## src/design/xtea_pkg.sv

```systemverilog
// Package: XTEA types, round count and key schedule constants.
`timescale 1ns / 1ps
package xtea_pkg;

    localparam int ROUND_COUNT = 32;
    localparam int STAGE_COUNT = 2 * ROUND_COUNT;
    localparam logic [31:0] ROUND_DELTA = 32'h9e37_79b9;

    localparam int CFG_INDEX_W = 3;
    localparam logic [CFG_INDEX_W-1:0] REG_KEY_WORD_0 = 3'd0;
    localparam logic [CFG_INDEX_W-1:0] REG_KEY_WORD_1 = 3'd1;
    localparam logic [CFG_INDEX_W-1:0] REG_KEY_WORD_2 = 3'd2;
    localparam logic [CFG_INDEX_W-1:0] REG_KEY_WORD_3 = 3'd3;
    localparam logic [CFG_INDEX_W-1:0] REG_DECRYPT_MODE = 3'd4;

    typedef logic [3:0][31:0] key_t;

    typedef struct packed {
        logic [31:0] first_word;
        logic [31:0] second_word;
        logic        last_block;
    } block_in_t;

    typedef struct packed {
        logic [31:0] first_result;
        logic [31:0] second_result;
        logic        last_result;
    } block_out_t;

    typedef struct packed {
        logic        valid;
        logic [31:0] v0;
        logic [31:0] v1;
        logic        last;
    } stage_t;

    function automatic logic [31:0] stage_sum(input int count);
        logic [63:0] full;
        full = 64'(count) * {32'd0, ROUND_DELTA};
        return full[31:0];
    endfunction

    function automatic logic [31:0] mix(input logic [31:0] v);
        return ((v << 4) ^ (v >> 5)) + v;
    endfunction

endpackage

```

## src/design/xtea_cell.sv

```systemverilog
// Cell: one XTEA half-round on a 64-bit block, registered toward the next cell.
`timescale 1ns / 1ps
module xtea_cell (
    input  logic                clk,
    input  logic                rst_n,
    input  logic                decrypt,
    input  logic                odd_stage,
    input  logic [31:0]         enc_sum,
    input  logic [31:0]         dec_sum,
    input  xtea_pkg::key_t      key,
    input  xtea_pkg::stage_t    prev,
    output xtea_pkg::stage_t    curr
);

    logic              upd_v1;
    logic [31:0]       sum;
    logic [1:0]        key_idx;
    logic [31:0]       src;
    logic [31:0]       dst;
    logic [31:0]       term;
    logic [31:0]       dst_new;
    logic              valid_reg;
    logic              valid_next;
    xtea_pkg::stage_t  data_reg;
    xtea_pkg::stage_t  data_next;

    always_comb
    begin
        upd_v1  = odd_stage ^ decrypt;
        sum     = decrypt ? dec_sum : enc_sum;
        key_idx = upd_v1 ? sum[12:11] : sum[1:0];
        src     = upd_v1 ? prev.v0 : prev.v1;
        dst     = upd_v1 ? prev.v1 : prev.v0;
        term    = xtea_pkg::mix(src) ^ (sum + key[key_idx]);
        dst_new = decrypt ? (dst - term) : (dst + term);
        data_next       = prev;
        data_next.valid = 1'b0;
        if (upd_v1)
        begin
            data_next.v1 = dst_new;
        end
        else
        begin
            data_next.v0 = dst_new;
        end
        valid_next = prev.valid;
    end

    always_ff @(posedge clk or negedge rst_n)
    begin
        if (!rst_n)
        begin
            valid_reg <= 1'b0;
        end
        else
        begin
            valid_reg <= valid_next;
        end
    end

    always_ff @(posedge clk)
    begin
        data_reg <= data_next;
    end

    always_comb
    begin
        curr       = data_reg;
        curr.valid = valid_reg;
    end

endmodule

```

## config.mk

```make
export PLATFORM = sky130hd
export DESIGN_NAME = xtea_cell
export DESIGN_NICKNAME = d
export VERILOG_FILES = /design/src/design/xtea_pkg.sv /design/src/design/xtea_cell.sv
export SDC_FILE = /design/constraint.sdc
export NUM_CORES = 1
export LEC_CHECK = 0
export ABC_AREA = 1
export BUFFER_PORTS_ARGS = -buffer_cell sky130_fd_sc_hd__buf_2
export CAP_MARGIN = 20
export CELL_PAD_IN_SITES_DETAIL_PLACEMENT = 0
export CELL_PAD_IN_SITES_GLOBAL_PLACEMENT = 1
export CORE_MARGIN = 2
export CORE_UTILIZATION = 25
export CTS_CLUSTER_DIAMETER = 60
export DETAILED_ROUTE_END_ITERATION = 8
export GPL_ROUTABILITY_DRIVEN = 0
export MAX_ROUTING_LAYER = met4
export PLACE_DENSITY_LB_ADDON = 0.1
export SETUP_SLACK_MARGIN = 0.4
export SYNTH_ARGS = -nofsm -noshare
export SYNTH_HDL_FRONTEND = slang
export SYNTH_SLANG_ARGS = --single-unit
```

## constraint.sdc

```tcl
create_clock -name clk -period 0.97 [get_ports clk]
set_clock_uncertainty 0.2 [all_clocks]
set_input_delay 0.194 -clock clk [delete_from_list [all_inputs] [get_ports clk]]
set_output_delay 0.194 -clock clk [all_outputs]
set_load 0.02 [all_outputs]
```

==> flow_metrics.py, run 1 <==
metrics = {
    "outcome": {
        "outcome": "finished with violations",
        "failed_checks": "hold timing, setup timing",
    },
    "sta": {
        "slew-limit-headroom": 0.573,
        "timing_hold_violations_final": 53,
        "finalHoldWorstSlack_ns": -0.248,
        "setup_tns_ns": -268.79,
        "final_min_period_over_clock_period": 5.47,
        "final_max_tran_viols": 0,
        "maxClockFrequency_ghz": 0.188,
        "worst_slack_ns": -4.34,
        "timing_worst_slew_pin_value_ns": 0.640,
        "timing.final.crit_period_ns": 5.31,
        "setup-violations-final": 130,
        "grt_setup_unrepaired": "true",
    },
    "floorplan": {
        "start_util": 0.254,
        "die_h_um": 224,
        "coreArea_um2": 47700,
        "fp.dieW_um": 224,
        "die_area_um2": 50200,
        "io-pin-count": 328,
        "rows": 80,
    },
    "clock_network": {
        "htreeDepth": 3,
        "cts.path.max_buffers": 2,
        "cts_root_buffer": "clkbuf_16",
        "clock_tree_from_tritoncts": "done",
        "cts.sinks": 66,
        "clk_pin_slew_ns": 0.05,
        "cts_hold_buffers": 1,
        "tritoncts.num_buffers": 9,
    },
    "routing": {
        "drtAntennaViolNets": 0,
        "detailroute.via_count": 17400,
        "detail_route.drc_violations": 0,
        "detailedRoute.firstIterationViolations": 743,
        "route.detailed.vias_per_inst": 4.58,
        "wire_per_inst_um": 15.7,
        "drt_pre_antenna_iters": 6,
        "drt-total-wl_um": 59700,
    },
    "synth": {
        "synthFlopType": "dfxtp_1",
        "number_of_standard_cells_after_synthesis": 2275,
        "synth_largest_area_cell": "nand2_1",
        "yosysUniqueCellTypes": 51,
        "synthArstFlopShare": 0.0152,
        "netlist_top_cells_area": "nand2_1 27%, dfxtp_1 11%, ha_1 9.9%, inv_1 9.2%, nor2_1 6.3%",
        "yosys_register_bits": 66,
        "synth-edff-count": 0,
        "net_count_after_synthesis": 2636,
        "synthesis_warning_total": 0,
        "synthesis.area_per_instance_um2": 5.32,
        "post_synth_instance_area_um2": 12100,
        "synth.top_cell.area_share": 0.268,
        "ys_seq_area_frac": 0.110,
    },
    "power_and_ir_drop": {
        "power.density_nw_per_um2": 2870,
        "cellLeakagePower_nw": 12.3,
        "pwr-share-comb": 0.871,
        "sequentialPowerShare": 0.085,
        "power_frac_clock": 0.044,
        "power.net_switching_mw": 31.5,
        "switching_part_of_the_total": 0.475,
        "worst_case_vdd_ir_drop_uv": 1370,
        "cell_internal_pwr_mw": 34.8,
    },
    "hold_path": {
        "worst_hold_path_type": "input pin to flop",
    },
    "setup_path": {
        "path_type_of_the_worst_setup_path": "input pin to flop",
        "worst_path_max_delay_cell": "ha_2",
        "crit_path_end_kind": "flop",
        "crit_fanout": 15,
        "critical_path.most_common_cell": "nand2_2",
        "critical_path.max_stage_delay_ns": 0.34,
        "worstPathRequired_ns": 0.99,
        "cp.arrival_ns": 5.33,
        "critical_path.startpoint_type": "input pin",
    },
    "global_route": {
        "grt-ovfl-total": 0,
        "grt_start_max_net_pins": 63,
        "total_routing_resource_utilization_after_global_routing": 0.221,
        "number_of_global_route_vias_before_repair": 16700,
        "global_route_wire_length_before_repair_um": 84500,
        "antenna_found_initial": 1,
    },
    "placement": {
        "placed_cells_incl_taps": 3677,
        "place_worst_setup_slack_ns": -5.22,
        "numPortBuffers": 327,
        "place_hpwl_um": 48500,
    },
    "cells_and_area": {
        "largest_reg_flops": 65,
        "syn2layout_area_growth_pct": 90.7,
        "layout-drive-gt1-share": 0.496,
        "finish.utilization": 0.484,
        "number_of_non_filler_instances_in_the_completed_layout": 3796,
        "final_net_count": 3536,
    },
    "run": {
        "maxCapViolations": 0,
    },
}
==> routing by layer <==
layer	wire (µm)	part of all wire	global-route usage
met4	1440	0.024	0.0548
met2	29600	0.50	0.391
met1	26700	0.45	0.274
met5	0	0	-
met3	1990	0.033	0.0113
==> through the flow <==
step | hold WS (ns) | cell area (µm²) | total power, mW
6_report | -0.248 | 23100 | 66.3
5_1_grt | -0.257 | 23100 | 71.3
4_1_cts | -0.260 | 20300 | 57.1
3_5_place_dp | -0.230 | 18800 | 47.9
3_3_place_gp | -0.231 | 18800 | 47.7
2_1_floorplan | -0.302 | 12700 | 28.2
==> path summary, 6_finish.rpt <==
check,startpoint,to,cells after the start,slack [ns]
worst min-delay path,prev[0],curr[0],1,-0.25
min in group asynchronous,rst_n,valid_reg,2,-0.05
max in group asynchronous,rst_n,valid_reg,2,0.53
worst max-delay path,decrypt,curr[31],36,-4.34
==> cell usage in the layout (no fill, tap or decap), types with 9 or more instances in the layout <==
cell	count
nand2_1	713
buf_4	550
inv_1	266
buf_2	259
nor2_1	159
nand2_2	140
buf_6	106
nand3_1	81
o21ai_0	68
dfxtp_4	65
ha_1	59
o21ai_1	57
nand3_2	54
xor2_1	53
a21oi_1	50
inv_2	48
nor2_4	43
nand2_4	33
a21oi_2	29
ha_4	29
o21ai_2	26
nand4_1	23
o22ai_2	19
xnor2_1	19
nor2_2	19
clkbuf_16	17
nand3_4	13
buf_12	13
o22ai_1	10
xor2_2	10
a21oi_4	9
nand3b_1	9
==> power groups by stage <==
| stage | Sequential, mW | Combinational (mW) | Clock (mW) |
|---|---|---|---|
| 2_1_floorplan | 7.17 | 21.0 | 0 |
| 6_report | 5.60 | 57.8 | 2.92 |
| 4_1_cts | 5.64 | 48.4 | 3.03 |
| 5_1_grt | 5.73 | 62.5 | 3.11 |
| 3_5_place_dp | 5.35 | 42.6 | 0 |
| 3_3_place_gp | 5.33 | 42.3 | 0 |
==> final cells by class <==
cell class	count	area, µm²
clock buffers	10	229
repair buffers	941	7190
flip-flops and latches	66	1570
well taps	615	769
clock inverters	6	33.8
inverters	318	1220
fillers	4964	24700
multi-input cells	1839	12100
diodes	1	2.50
==> what timing repair did <==
| action | in CTS | in global routing |
|---|---|---|
| pin swaps | 57 | 247 |
| cloned | 1 | 9 |
| endpoints found under the setup margin | 130 | 130 |
| hold endpoints to repair | 57 | 51 |
| resized for setup | 253 | 548 |
| setup buffers | 37 | 54 |
==> cell families after synthesis <==
family	count (synthesis)	share of synthesized area
mux	1	0.000827
xor+xnor	99	0.0722
simple gates	1332	0.459
buf+inv	370	0.116
compound gates	308	0.138
fa+ha+maj	99	0.104
flops	66	0.110
==> cells in the mapped netlist, drive strengths merged (2+ instances only) <==
cell	count
o22ai	30
inv	317
a31oi	5
or2	14
fa	3
nand3	148
nand2	887
o31ai	3
ha	96
nor4	2
buf	11
nor3	22
and2	5
xor2	65
nand4	23
a21oi	88
o21ai	157
o211ai	5
o21a	2
a21o	5
o21bai	5
clkbuf	41
o221ai	2
xnor2	34
nand3b	9
dfxtp	65
nor2	221
==> worst max-delay path, delay by kind of cell <==
family	cells	cell delay (ns)
xor+xnor	2	0.37
simple gates	12	1.22
compound gates	12	1.85
fa+ha+maj	2	0.66
buf+inv	8	1.00
(Power assumes the default switching activity.)
==> run 2: changes to the inputs <==
--- a/config.mk
+++ b/config.mk
@@ -15,9 +15,7 @@
 export CTS_CLUSTER_DIAMETER = 60
 export DETAILED_ROUTE_END_ITERATION = 8
 export GPL_ROUTABILITY_DRIVEN = 0
-export MAX_ROUTING_LAYER = met4
 export PLACE_DENSITY_LB_ADDON = 0.1
-export SETUP_SLACK_MARGIN = 0.4
 export SYNTH_ARGS = -nofsm -noshare
 export SYNTH_HDL_FRONTEND = slang
 export SYNTH_SLANG_ARGS = --single-unit
==> flow_metrics.py, run 2 (synthesized netlist as in run 1, its figures left out) <==
metrics = {
    "sta": {
        "final_min_period_over_clock_period": 5.43,
        "final_max_tran_viols": 0,
        "slew-limit-headroom": 0.604,
        "timing.final.crit_period_ns": 5.27,
        "setup-violations-final": 130,
        "worst_slack_ns": -4.30,
        "timing_hold_violations_final": 52,
        "setup_tns_ns": -250.91,
        "timing_worst_slew_pin_value_ns": 0.588,
        "finalHoldWorstSlack_ns": -0.115,
        "maxClockFrequency_ghz": 0.190,
        "grt_setup_unrepaired": "true",
    },
    "routing": {
        "detailroute.via_count": 17400,
        "wire_per_inst_um": 16.1,
        "detailedRoute.firstIterationViolations": 729,
        "drt-total-wl_um": 61200,
        "detail_route.drc_violations": 0,
        "drt_pre_antenna_iters": 5,
        "drtAntennaViolNets": 0,
        "route.detailed.vias_per_inst": 4.57,
    },
    "global_route": {
        "global_route_wire_length_before_repair_um": 89900,
        "grt_start_max_net_pins": 57,
        "number_of_global_route_vias_before_repair": 17200,
        "grt-ovfl-total": 0,
        "antenna_found_initial": 0,
        "total_routing_resource_utilization_after_global_routing": 0.230,
    },
    "floorplan": {
        "io-pin-count": 328,
        "coreArea_um2": 47700,
        "die_area_um2": 50200,
        "rows": 80,
        "die_h_um": 224,
        "fp.dieW_um": 224,
        "start_util": 0.254,
    },
    "power_and_ir_drop": {
        "power.density_nw_per_um2": 2940,
        "cellLeakagePower_nw": 12.3,
        "worst_case_vdd_ir_drop_uv": 1400,
    },
    "cells_and_area": {
        "layout.cells.most_common_list": "738 x nand2_1, 550 x buf_4, 271 x inv_1",
        "mostFrequentLayoutCell": "nand2_1",
        "insertedDiodeCount": 0,
        "number_of_non_filler_instances_in_the_completed_layout": 3811,
        "largest_reg_flops": 65,
        "syn2layout_area_growth_pct": 90.6,
        "final_net_count": 3552,
        "layout-drive-gt1-share": 0.491,
    },
    "clock_network": {
        "htreeDepth": 3,
        "cts_hold_buffers": 6,
        "cts.sinks": 66,
        "cts_root_buffer": "clkbuf_16",
        "tritoncts.num_buffers": 9,
        "cts.path.max_buffers": 2,
        "clock_tree_from_tritoncts": "done",
        "clk_pin_slew_ns": 0.06,
    },
    "placement": {
        "placed_cells_incl_taps": 3696,
        "place_worst_setup_slack_ns": -5.37,
        "place_hpwl_um": 50900,
        "numPortBuffers": 327,
    },
    "outcome": {
        "failed_checks": "hold timing, setup timing",
        "outcome": "finished with violations",
    },
    "setup_path": {
        "crit_path_end_kind": "flop",
        "crit_fanout": 8,
        "cp.arrival_ns": 5.29,
        "critical_path.most_common_cell": "nor2_4",
        "critical_path.max_stage_delay_ns": 0.64,
        "critical_path.startpoint_type": "input pin",
        "worstPathRequired_ns": 0.99,
        "path_type_of_the_worst_setup_path": "input pin to flop",
        "worst_path_max_delay_cell": "fa_2",
    },
    "hold_path": {
        "worst_hold_path_type": "input pin to flop",
    },
    "run": {
        "maxCapViolations": 0,
    },
}
==> run 2: cell count changes in the layout (fill, tap and decap cells not counted), sizes merged, moves of 3 or more <==
cell         before  now
buf             931  945
dlygate4sd3       1    6
clkbuf           18   15
clkinv            6    3
==> run 2: layer usage <==
metal,up-vias,GRT usage,wire (µm)
li1,9048,-,-
met1,7836,0.282,26600
met2,430,0.424,30400
met3,95,0.0169,2180
met4,0,0.0757,2000
met5,-,0,0
==> run 2: final timing paths <==
| path | slack [ns] | endpoint | start | cells past startpoint |
|---|---|---|---|---|
| worst max-delay path | -4.30 | curr[61] | decrypt | 34 |
| worst min-delay path | -0.12 | curr[55] | prev[55] | 3 |
| max in group asynchronous | 0.53 | valid_reg | rst_n | 2 |
| min in group asynchronous | -0.05 | valid_reg | rst_n | 2 |
==> run 2: power breakdown <==
group | internal (mW) | switching, mW | leakage (nW)
logic | 29.4 | 30.2 | 11.6
registers | 4.46 | 0.666 | 0.564
clock network | 1.98 | 1.21 | 0.136
total | 35.8 | 32.1 | 12.3
==> run 2: final cells by class <==
cell class                 count  area [µm²]
fill                        4881       24700
multi-input combinational   1839       12100
timing repair buffer         956        7310
sequential                    66        1410
inverter                     318        1230
tap                          615         769
clock buffer                  11         233
clock inverter                 5        55.1
timing repair inverter         1        5.00
==> run 2: worst max-delay path: cells and delay by family <==
kind            cells  cell delay (ns)
compound gates      8             1.18
fa+ha+maj           3             1.12
simple gates       15             1.68
buf+inv             5             0.56
xor+xnor            3             0.54
==> run 2: metrics by stage <==
step	total power, mW	area, µm²	util
finish	67.9	23100	0.483
global route	73.0	23100	0.483
CTS	60.2	21100	0.441
detailed placement	47.7	18600	0.390
global placement	47.3	18600	0.390
floorplan	27.4	12400	-
==> run 2: repair_timing <==
| action | CTS | global route |
|---|---|---|
| setup buffers | 42 | 58 |
| cloned | 4 | 4 |
| endpoints found under the hold margin | 60 | 50 |
| gates resized for setup | 476 | 385 |
| pin swaps | 123 | 208 |
| setup endpoints to repair | 130 | 130 |
